`src/rtl/icv_pkg.sv`:
```
`timescale 1ns / 1ps
// Shared types and constants for the ICMP echo reply validator.
package icv_pkg;

    localparam int HEADER_BYTES      = 8;
    localparam int MAX_PAYLOAD_BYTES = 8;
    localparam int POS_W             = 5;
    localparam int TOTAL_W           = POS_W + 1;
    localparam int LEN_W             = 4;

    localparam logic [POS_W-1:0] POS_MAX = '1;

    localparam logic [7:0] TYPE_REPLY_V4 = 8'd0;
    localparam logic [7:0] TYPE_REPLY_V6 = 8'd129;

    localparam logic [63:0] PATTERN_RESET = 64'h5B70_3470_696E_675D;

    typedef enum logic [1:0] {
        REG_IPV4_MODE       = 2'd0,
        REG_OWN_IDENT       = 2'd1,
        REG_PAYLOAD_PATTERN = 2'd2,
        REG_PAYLOAD_LENGTH  = 2'd3
    } t_reg_index;

    typedef enum logic [2:0] {
        ST_OK       = 3'd0,
        ST_SHORT    = 3'd1,
        ST_TYPE     = 3'd2,
        ST_LENGTH   = 3'd3,
        ST_CHECKSUM = 3'd4,
        ST_IDENT    = 3'd5,
        ST_SEQUENCE = 3'd6,
        ST_PAYLOAD  = 3'd7
    } t_status;

    typedef struct packed {
        logic             ipv4_mode;
        logic [15:0]      own_ident;
        logic [63:0]      payload_pattern;
        logic [LEN_W-1:0] payload_length;
    } t_cfg;

    typedef struct packed {
        t_status    status;
        logic [7:0] reply_code;
    } t_result;

endpackage

```
`src/rtl/icv_check.sv`:
```
`timescale 1ns / 1ps
// Per-byte message state, running checksum and final status decision.
module icv_check (
    input  logic               i_clk,
    input  logic               i_rst_n,
    input  icv_pkg::t_cfg      i_cfg,
    input  logic               i_accept,
    input  logic [7:0]         i_data_byte,
    input  logic               i_last_byte,
    input  logic [15:0]        i_expected_seq,
    output logic               o_push,
    output icv_pkg::t_result   o_result
);

    logic [icv_pkg::POS_W-1:0] r_pos, n_pos;
    logic [15:0] r_sum, n_sum;
    logic [15:0] r_csum, n_csum;
    logic [7:0]  r_type, n_type;
    logic [7:0]  r_code, n_code;
    logic [15:0] r_ident, n_ident;
    logic [15:0] r_seq, n_seq;
    logic [15:0] r_exp_seq, n_exp_seq;
    logic        r_mismatch, n_mismatch;
    logic [7:0]  r_pending, n_pending;

    logic [icv_pkg::LEN_W-1:0]   w_plen;
    logic [icv_pkg::POS_W-1:0]   w_off;
    logic                        w_in_payload;
    logic [7:0]                  w_want;
    logic [7:0]                  w_counted;
    logic                        w_add;
    logic [15:0]                 w_word;
    logic [16:0]                 w_raw;
    logic [icv_pkg::TOTAL_W-1:0] w_total;
    logic [icv_pkg::TOTAL_W-1:0] w_exp_total;
    logic [7:0]                  w_want_type;
    icv_pkg::t_status            w_status;

    always_comb begin
        w_plen = (i_cfg.payload_length > icv_pkg::LEN_W'(icv_pkg::MAX_PAYLOAD_BYTES))
               ? icv_pkg::LEN_W'(icv_pkg::MAX_PAYLOAD_BYTES) : i_cfg.payload_length;
        w_off = r_pos - icv_pkg::POS_W'(icv_pkg::HEADER_BYTES);
        w_in_payload = (r_pos >= icv_pkg::POS_W'(icv_pkg::HEADER_BYTES))
                     && (w_off < icv_pkg::POS_W'(w_plen));
        w_want = i_cfg.payload_pattern[(3'd7 - w_off[2:0]) * 8 +: 8];
        w_counted = (r_pos == 5'd2 || r_pos == 5'd3) ? 8'd0 : i_data_byte;

        n_type     = r_type;
        n_code     = r_code;
        n_csum     = r_csum;
        n_ident    = r_ident;
        n_seq      = r_seq;
        n_exp_seq  = r_exp_seq;
        n_mismatch = r_mismatch;
        unique case (r_pos)
            5'd0: begin
                n_type    = i_data_byte;
                n_exp_seq = i_expected_seq;
            end
            5'd1: n_code = i_data_byte;
            5'd2: n_csum[15:8] = i_data_byte;
            5'd3: n_csum[7:0] = i_data_byte;
            5'd4: n_ident[15:8] = i_data_byte;
            5'd5: n_ident[7:0] = i_data_byte;
            5'd6: n_seq[15:8] = i_data_byte;
            5'd7: n_seq[7:0] = i_data_byte;
            default: begin
                if (w_in_payload && w_want != i_data_byte) begin
                    n_mismatch = 1'b1;
                end
            end
        endcase

        n_pending = r_pending;
        if (!r_pos[0]) begin
            n_pending = w_counted;
            w_add  = i_last_byte;
            w_word = {w_counted, 8'd0};
        end else begin
            w_add  = 1'b1;
            w_word = {r_pending, w_counted};
        end
        w_raw = {1'b0, r_sum} + {1'b0, w_word};
        n_sum = w_add ? (w_raw[15:0] + {15'd0, w_raw[16]}) : r_sum;

        n_pos = (r_pos < icv_pkg::POS_MAX) ? r_pos + 5'd1 : r_pos;

        w_total     = {1'b0, r_pos} + icv_pkg::TOTAL_W'(1);
        w_exp_total = icv_pkg::TOTAL_W'(icv_pkg::HEADER_BYTES) + icv_pkg::TOTAL_W'(w_plen);
        w_want_type = i_cfg.ipv4_mode ? icv_pkg::TYPE_REPLY_V4 : icv_pkg::TYPE_REPLY_V6;

        priority if (w_total < icv_pkg::TOTAL_W'(icv_pkg::HEADER_BYTES)) begin
            w_status = icv_pkg::ST_SHORT;
        end else if (n_type != w_want_type) begin
            w_status = icv_pkg::ST_TYPE;
        end else if (w_total != w_exp_total) begin
            w_status = icv_pkg::ST_LENGTH;
        end else if (i_cfg.ipv4_mode && (~n_sum != n_csum)) begin
            w_status = icv_pkg::ST_CHECKSUM;
        end else if (n_ident != i_cfg.own_ident) begin
            w_status = icv_pkg::ST_IDENT;
        end else if (n_seq != n_exp_seq) begin
            w_status = icv_pkg::ST_SEQUENCE;
        end else if (n_mismatch) begin
            w_status = icv_pkg::ST_PAYLOAD;
        end else begin
            w_status = icv_pkg::ST_OK;
        end

        o_push              = i_accept && i_last_byte;
        o_result.status     = w_status;
        o_result.reply_code = (w_status == icv_pkg::ST_OK) ? n_code : 8'd0;
    end

    always_ff @(posedge i_clk) begin
        if (!i_rst_n || (i_accept && i_last_byte)) begin
            r_pos      <= '0;
            r_sum      <= '0;
            r_csum     <= '0;
            r_type     <= '0;
            r_code     <= '0;
            r_ident    <= '0;
            r_seq      <= '0;
            r_exp_seq  <= '0;
            r_mismatch <= 1'b0;
            r_pending  <= '0;
        end else if (i_accept) begin
            r_pos      <= n_pos;
            r_sum      <= n_sum;
            r_csum     <= n_csum;
            r_type     <= n_type;
            r_code     <= n_code;
            r_ident    <= n_ident;
            r_seq      <= n_seq;
            r_exp_seq  <= n_exp_seq;
            r_mismatch <= n_mismatch;
            r_pending  <= n_pending;
        end
    end

endmodule

```
`src/rtl/icv_outbuf.sv`:
```
`timescale 1ns / 1ps
// Result register with a skid stage on the output channel.
module icv_outbuf (
    input  logic             i_clk,
    input  logic             i_rst_n,
    input  logic             i_push,
    input  icv_pkg::t_result i_result,
    output logic             o_full,
    output logic             o_out_valid,
    input  logic             i_out_stall,
    output icv_pkg::t_result o_result
);

    logic             r_out_valid;
    logic             r_skid_valid;
    icv_pkg::t_result r_out;
    icv_pkg::t_result r_skid;
    logic             w_take;

    assign w_take      = r_out_valid && !i_out_stall;
    assign o_full      = r_skid_valid;
    assign o_out_valid = r_out_valid;
    assign o_result    = r_out;

    always_ff @(posedge i_clk) begin
        if (!i_rst_n) begin
            r_out_valid  <= 1'b0;
            r_skid_valid <= 1'b0;
        end else if (i_push) begin
            if (!r_out_valid || w_take) begin
                r_out_valid <= 1'b1;
            end else begin
                r_skid_valid <= 1'b1;
            end
        end else if (w_take) begin
            if (r_skid_valid) begin
                r_skid_valid <= 1'b0;
            end else begin
                r_out_valid <= 1'b0;
            end
        end
    end

    always_ff @(posedge i_clk) begin
        if (i_push) begin
            if (!r_out_valid || w_take) begin
                r_out <= i_result;
            end else begin
                r_skid <= i_result;
            end
        end else if (w_take && r_skid_valid) begin
            r_out <= r_skid;
        end
    end

endmodule

```
`src/rtl/icmp_echo_reply_validator.sv`:
```
`timescale 1ns / 1ps
// Top level of the ICMP echo reply validator: registers, checker and output buffer.
// The block takes one message byte per transfer and can accept a byte in every cycle;
// each byte is folded into the header capture, payload compare and ones-complement sum
// in the same cycle it is accepted; the final byte's status goes to the result register, or to
// the skid stage if the output stalls. The two hold up to two statuses; the input stalls
// while the skid stage is occupied, which only happens after the output side stalled.
module icmp_echo_reply_validator (
    input  logic        i_clk,
    input  logic        i_rst_n,
    input  logic        i_cfg_we,
    input  logic [1:0]  i_cfg_index,
    input  logic [63:0] i_cfg_wdata,
    input  logic        i_in_valid,
    output logic        o_in_stall,
    input  logic [7:0]  i_data_byte,
    input  logic        i_last_byte,
    input  logic [15:0] i_expected_seq,
    output logic        o_out_valid,
    input  logic        i_out_stall,
    output logic [2:0]  o_status,
    output logic [7:0]  o_reply_code
);

    icv_pkg::t_cfg    r_cfg;
    icv_pkg::t_result w_push_result;
    icv_pkg::t_result w_out_result;
    logic             w_accept;
    logic             w_push;
    logic             w_full;

    always_ff @(posedge i_clk) begin
        if (!i_rst_n) begin
            r_cfg.ipv4_mode       <= 1'b1;
            r_cfg.own_ident       <= '0;
            r_cfg.payload_pattern <= icv_pkg::PATTERN_RESET;
            r_cfg.payload_length  <= icv_pkg::LEN_W'(icv_pkg::MAX_PAYLOAD_BYTES);
        end else if (i_cfg_we) begin
            unique case (icv_pkg::t_reg_index'(i_cfg_index))
                icv_pkg::REG_IPV4_MODE:       r_cfg.ipv4_mode       <= i_cfg_wdata[0];
                icv_pkg::REG_OWN_IDENT:       r_cfg.own_ident       <= i_cfg_wdata[15:0];
                icv_pkg::REG_PAYLOAD_PATTERN: r_cfg.payload_pattern <= i_cfg_wdata;
                icv_pkg::REG_PAYLOAD_LENGTH:
                    r_cfg.payload_length <= i_cfg_wdata[icv_pkg::LEN_W-1:0];
                default: ;
            endcase
        end
    end

    assign o_in_stall = w_full;
    assign w_accept   = i_in_valid && !w_full;

    icv_check u_check (
        .i_clk          (i_clk),
        .i_rst_n        (i_rst_n),
        .i_cfg          (r_cfg),
        .i_accept       (w_accept),
        .i_data_byte    (i_data_byte),
        .i_last_byte    (i_last_byte),
        .i_expected_seq (i_expected_seq),
        .o_push         (w_push),
        .o_result       (w_push_result)
    );

    icv_outbuf u_outbuf (
        .i_clk       (i_clk),
        .i_rst_n     (i_rst_n),
        .i_push      (w_push),
        .i_result    (w_push_result),
        .o_full      (w_full),
        .o_out_valid (o_out_valid),
        .i_out_stall (i_out_stall),
        .o_result    (w_out_result)
    );

    assign o_status     = w_out_result.status;
    assign o_reply_code = w_out_result.reply_code;

    a_skid_implies_out: assert property (@(posedge i_clk) disable iff (!i_rst_n)
        o_in_stall |-> o_out_valid)
        else $error("skid stage holds a result while the output register is empty");

    a_last_gives_result: assert property (@(posedge i_clk) disable iff (!i_rst_n)
        (i_in_valid && !o_in_stall && i_last_byte) |=> o_out_valid)
        else $error("final byte transfer did not produce a result");

    a_code_only_on_ok: assert property (@(posedge i_clk) disable iff (!i_rst_n)
        (o_out_valid && o_status != icv_pkg::ST_OK) |-> (o_reply_code == 8'd0))
        else $error("reply code is nonzero on a failing status");

    a_reset_clears_stall: assert property (@(posedge i_clk)
        $past(!i_rst_n) |-> !o_in_stall)
        else $error("input stalled right after reset");

endmodule
```
`config.mk`:
```
export PLATFORM = sky130hd
export DESIGN_NAME = icmp_echo_reply_validator
export DESIGN_NICKNAME = d
export VERILOG_FILES = /design/src/rtl/icv_pkg.sv /design/src/rtl/icv_check.sv /design/src/rtl/icv_outbuf.sv /design/src/rtl/icmp_echo_reply_validator.sv
export SDC_FILE = /design/constraint.sdc
export NUM_CORES = 1
export LEC_CHECK = 0
export ABC_AREA = 0
export BUFFER_PORTS_ARGS = -buffer_cell sky130_fd_sc_hd__buf_2
export CAP_MARGIN = 20
export CORE_ASPECT_RATIO = 0.75
export CORE_MARGIN = 2
export CORE_UTILIZATION = 30
export DETAILED_ROUTE_END_ITERATION = 8
export GPL_ROUTABILITY_DRIVEN = 0
export SLEW_MARGIN = 15
export SYNTH_ARGS = -nofsm -noshare
export SYNTH_HDL_FRONTEND = slang
export SYNTH_SLANG_ARGS = --single-unit
export TNS_END_PERCENT = 10
```
`constraint.sdc`:
```
create_clock -name i_clk -period 9.85 [get_ports i_clk]
set_input_delay 0.4925 -clock i_clk [delete_from_list [all_inputs] [get_ports i_clk]]
set_output_delay 0.4925 -clock i_clk [all_outputs]
set_load 0.01 [all_outputs]
```
==> results of run 1 <==
[layout by cell type (no fill, tap or decap), types with 3 or more instances in the layout]
cell type / n
xnor2_1: 75
buf_4: 14
nor2_1: 50
nand4_1: 14
nand3_1: 61
a21boi_0: 48
ha_1: 29
nand2_1: 389
dfxtp_1: 196
mux4_2: 16
a31oi_1: 7
o31ai_1: 7
and3_1: 20
buf_2: 108
a21oi_1: 122
o21ai_0: 28
clkbuf_16: 24
o211ai_1: 6
o21a_1: 5
and2_1: 11
clkinv_2: 4
nor2b_1: 13
nand2b_1: 5
edfxtp_1: 22
nor4_1: 11
xnor3_1: 3
nor3_1: 16
a211oi_1: 17
inv_1: 16
o211a_1: 3
xor2_1: 15
mux2i_1: 88
o2111ai_1: 3
[per-layer routing]
metal,vias up,GRT usage (%),wire (um)
met3,36,3.30,2500
li1,5108,-,-
met5,-,0,0
met1,4887,24.0,16900
met2,331,23.0,13800
met4,0,2.71,432
[worst reg2reg max path: cells and delay by family, from the launching register on]
family                     cells  cell delay, ps
AOI/OAI and AO/OA              9            2530
xor gates and xnor gates       1             270
adders and majority gates      4            1060
buffers and inverters          3             500
DFF                            1             490
and+or+nand+nor               12            2410
[cells by family (layout without fill, tap and decap cells)]
group,Yosys count,count (layout)
fa+ha+maj,30,30
flops,219,219
buf+inv,118,177
mux,106,106
simple gates,617,617
xor+xnor,94,94
compound gates,272,272
[flip-flops by register name, indices dropped and copies added (netlist names)]
signal / cells
u_check.r_exp_seq: 16
u_check.r_code: 8
u_check.r_seq: 16
u_check.r_ident: 16
u_check.r_pending: 8
u_outbuf.o_full: 1
u_check.r_pos: 5
u_outbuf.o_out_valid: 1
u_check.r_csum: 16
u_check.r_mismatch: 1
u_check.r_type: 8
u_check.r_sum: 16
r_cfg: 85
u_outbuf.o_result: 11
u_outbuf.r_skid: 11
[layout make-up]
cell class,instances,share of cell area (%)
multi-input combinational,1119,51.2
sequential,219,33.6
tap,520,4.74
timing repair buffer,122,4.71
clock buffer,27,4.61
clock inverter,12,0.703
inverter,16,0.438
[power by group]
group | internal (mW) | switching [mW] | total [mW]
combinational | 0.135 | 0.203 | 0.338
sequential | 0.928 | 0.0212 | 0.950
clock | 0.484 | 0.373 | 0.858
[through the flow]
step,cell area [um^2],utilization (%),hold WS (ps)
finish,13700,34.7,186
global route,13700,34.7,178
CTS,13700,34.6,173
detailed placement,13000,32.8,446
global placement,13000,32.8,440
floorplan,12100,-,431
[worst paths after layout]
check | depth (start not counted) | endpoint | startpoint | slack (ps)
worst max-delay path | 29 | u_outbuf.o_result[5] | u_check.r_pos[0] | 2400
worst min-delay path | 3 | r_cfg[22] | i_cfg_wdata[18] | 190
worst max register to register | 29 | u_outbuf.o_result[5] | u_check.r_pos[0] | 2400
worst min register to register | 2 | u_check.r_exp_seq[14] | u_check.r_exp_seq[14] | 450
==> run_results.csv, run 1 <==
group,metric,value,unit
pwr,power_density,156,nW/um^2
finish,finalNetCount,1626,
finish,num_antenna_cells,0,
logic_synthesis,yosysMostFrequentCell,"nand2_1",
finish,seq_area,4610,um^2
logic_synthesis,yosys.area.top_type,"dfxtp_1",
clocking,cts_tree,"built",
clocking,htree_levels,1,
floorplan,dieWidth,236,um
worst_setup_path,path_max_fanout,24,
worst_setup_path,crit_type,"reg -> reg",
timing,worst_pin_slew,937,ps
logic_synthesis,synth_enable_flop_cells,22,
min_path,min_path_type,"in -> reg",
logic_synthesis,yosys_warnings,0,
timing,setup_violations,0,
clocking,clk_path_buf_depth,3,
logic_synthesis,synth_seq_area_share,38.2,%
timing,min_period_over_period,75.7,%
drt,wl,33600,um
logic_synthesis,synth_cell_types,75,
clocking,clkLatencyLatePin,530,ps
logic_synthesis,synth_simple_gate_area_share,22.6,%
timing,slew_viol_final,0,
logic_synthesis,postSynth.asyncResetShare,0,%
run_status,status,"finished, final reports clean",
drt,drc_errors,0,
logic_synthesis,avgSynthCellArea,8.29,um^2
place,port_buffers,108,
drt,routedWlPerCell,16.5,um
place,pre_cts_ws,2490,ps
drt,ant_nets,0,
clocking,post-cts-setup-buffers,0,
worst_setup_path,endpoint_kind,"flop",
finish,stdcell_count,2035,
logic_synthesis,synthMuxAreaShare,10.5,%
timing,rsz0062_at_grt,"false",
worst_setup_path,start_kind,"flop",
logic_synthesis,synth_compound_area_share,14.4,%
timing,relSlewSlack,37.5,%
finish,multiInputGateArea,7020,um^2
logic_synthesis,synth_cells,1456,
timing,hold_violations,0,
logic_synthesis,netlist_area,12100,um^2
place,dp.cells,1996,
drt,num_vias,10400,
worst_setup_path,slowest_delay,600,ps
logic_synthesis,synth_common_cells,"nand2_1, dfxtp_1, a21oi_1",
drt,drtIter0Drc,803,
global_routing,grt_overflow,0,
logic_synthesis,synthAdderAreaFrac,3.17,%
logic_synthesis,syn_nets,1582,
finish,drive_above_1_share,13.2,%
job,max_cap_violations,0,
clocking,cts-hold-fix-buffers,0,
finish,nFillCells,4128,
timing,fin_skew,20.2,ps
global_routing,grt.total_usage,15.8,%
logic_synthesis,synth_xor_area_share,7.29,%
drt,drt_pass1_iterations,7,
timing,setup_ws,2400,ps
global_routing,antenna_found_initial,0,
logic_synthesis,yosys_register_bits,219,
timing,max_freq,0.134,GHz
pwr,p_total,2.14,mW
place,dp_hpwl,23800,um
floorplan,num_rows,63,
finish,area_delta_synth_final,13.6,%
logic_synthesis,synth_top_family_by_area,"simple AND/OR/NAND/NOR gates",
global_routing,grt_pass1_vias,9611,
floorplan,die-area,41900,um^2
logic_synthesis,synth_top_area_share,32.7,%
pwr,power.leakage,5.11,nW
worst_setup_path,worst-path-buf-inv,3,
timing,timing.final.crit_period,7450,ps
clocking,cts_buffers,22,
worst_setup_path,crit_arrival,7790,ps
timing,finalSetupTns,0,ps
worst_setup_path,worstPathRequired,10190,ps
clocking,clkSinkCount,219,
floorplan,num_io_pins,109,
floorplan,chipHeight,178,um
clocking,clk_pin_slew,70,ps
global_routing,grt_max_degree,78,
floorplan,core-area,39600,um^2
drt,avgViaCountPerCell,5.09,
worst_setup_path,cp_slowest_cell,"o41ai_4",
pwr,vdd_ir_drop_max,0.0925,mV
worst_setup_path,path_delay_family,"compound AO/OA/AOI/OAI gates",
global_routing,grt_pass1_wl,53300,um
logic_synthesis,synth_area_leaders,"dfxtp_1, nand2_1, mux2i_1, edfxtp_1, xnor2_1",
logic_synthesis,synth_flop_cell,"dfxtp_1",
clocking,post_cts_resized,0,
worst_setup_path,cp_common_cell,"ha_1",
clocking,ctsRootBufferMaster,"clkbuf_16",
floorplan,initial_core_util,30.5,%
Note: power is estimated with default switching activity, not from simulation.
==> run 2: changes to the inputs <==
Clock period 9.85 ns to 6.4 ns, I/O delays scaled along.
==> run_results.csv, run 2 (synthesis gave the netlist of run 1 again) <==
group,metric,value,unit
timing,timing.final.crit_period,6080,ps
floorplan,num_io_pins,109,
floorplan,core-area,39600,um^2
finish,area_delta_synth_final,16.4,%
timing,hold_slack,22.7,ps
pwr,vdd_ir_drop_max,0.191,mV
worst_setup_path,cp_slowest_cell,"dfxtp_2",
clocking,ctsRootBufferMaster,"clkbuf_16",
worst_setup_path,slowest_delay,340,ps
finish,finalNetCount,1653,
timing,rsz0062_at_grt,"true",
floorplan,num_rows,63,
clocking,clkSinkCount,219,
timing,worst_pin_slew,1080,ps
floorplan,die-area,41900,um^2
place,port_buffers,108,
clocking,clk_pin_slew,60,ps
timing,min_period_over_period,95.0,%
global_routing,grt_max_degree,98,
drt,ant_nets,0,
worst_setup_path,path_max_fanout,19,
job,max_cap_violations,0,
drt,wl,34000,um
place,place_area,13100,um^2
clocking,cts_buffers,23,
worst_setup_path,crit_type,"reg -> reg",
place,dp_hpwl,24300,um
global_routing,grt_pass1_vias,9862,
floorplan,chipHeight,178,um
timing,fin_skew,14.7,ps
drt,drc_errors,0,
timing,relSlewSlack,28.3,%
timing,max_freq,0.165,GHz
pwr,power_density,237,nW/um^2
drt,drt_pass1_iterations,6,
worst_setup_path,endpoint_kind,"flop",
clocking,cts_tree,"built",
finish,largest_register_ff_count,85,
finish,max_flop_register,"r_cfg",
global_routing,grt_pass1_wl,53900,um
clocking,htree_levels,1,
timing,hold_violations,0,
timing,setup_violations,0,
clocking,clkLatencyLatePin,520,ps
drt,drtIter0Drc,863,
drt,routedWlPerCell,16.5,um
place,dp.cells,2010,
finish,num_antenna_cells,0,
finish,final_common_cell,"nand2_1",
min_path,min_path_type,"in -> reg",
pwr,power.leakage,5.28,nW
pwr,p_total,3.33,mW
clocking,clk_path_buf_depth,3,
finish,drive_above_1_share,15.2,%
drt,avgViaCountPerCell,5.04,
floorplan,initial_core_util,30.5,%
global_routing,grt.total_usage,15.9,%
finish,stdcell_count,2064,
drt,num_vias,10400,
worst_setup_path,start_kind,"flop",
global_routing,antenna_found_initial,2,
timing,slew_viol_final,0,
worst_setup_path,cp_common_cell,"ha_1",
worst_setup_path,crit_arrival,6400,ps
finish,layout_common_cells,"nand2_1, dfxtp_1, a21oi_1",
run_status,status,"finished, final reports clean",
finish,finalInstanceArea,14000,um^2
floorplan,dieWidth,236,um
global_routing,grt_overflow,0,
worst_setup_path,worstPathRequired,6720,ps
==> run 2: worst max-delay path, delay by kind of cell, from the launching register on <==
kind | cells | cell delay, ps
xor gates and xnor gates | 2 | 400
adders and majority gates | 4 | 960
AOI/OAI and AO/OA | 11 | 2300
buffers and inverters | 3 | 570
DFF | 1 | 340
and+or+nand+nor | 8 | 1290
==> run 2: timing repair <==
action,CTS,global route
buffers inserted,0,6
gates resized for setup,0,9
hold buffers,5,0
hold endpoints to repair,5,0
endpoints found under the setup margin,0,22
==> run 2: path summary, 6_finish.rpt <==
path	from	cells after the start	to	slack (ps)
worst max register to register	u_check.r_pos[0]	28	u_outbuf.o_result[3]	320
worst min register to register	u_check.r_seq[13]	2	u_check.r_seq[13]	450
worst max-delay path	u_check.r_pos[0]	28	u_outbuf.o_result[3]	320
worst min-delay path	i_cfg_wdata[62]	3	r_cfg[66]	20
==> run 2: final cells by class <==
| type | count | area [um^2] |
|---|---|---|
| Multi-Input combinational cell | 1119 | 7100 |
| Fill cell | 4087 | 25500 |
| Sequential cell | 219 | 4610 |
| Timing Repair Buffer | 148 | 866 |
| Clock inverter | 5 | 35.0 |
| Inverter | 16 | 60.1 |
| Clock buffer | 37 | 721 |
| Tap cell | 520 | 651 |
==> run 2: metrics by stage <==
stage	setup TNS [ps]	utilization, %	worst slack, ps
3_3_place_gp	0	33.1	261
2_1_floorplan	0	-	1.76
4_1_cts	0	35.2	73.8
3_5_place_dp	0	33.2	116
6_report	0	35.5	322
5_1_grt	-501	35.5	-97.5
==> run 2: layer usage <==
layer	up-vias	share of wire, %	track usage (%)
met5	-	0.080	0
met4	4	1.6	2.76
met2	314	41	23.8
li1	5161	-	-
met3	42	6.5	2.80
met1	4888	51	23.8
==> run 2: where the power goes <==
part | internal [mW] | leakage [nW] | switching, mW
logic | 0.217 | 3.08 | 0.317
registers | 1.43 | 1.83 | 0.0296
clock network | 0.774 | 0.373 | 0.562
total | 2.42 | 5.28 | 0.908
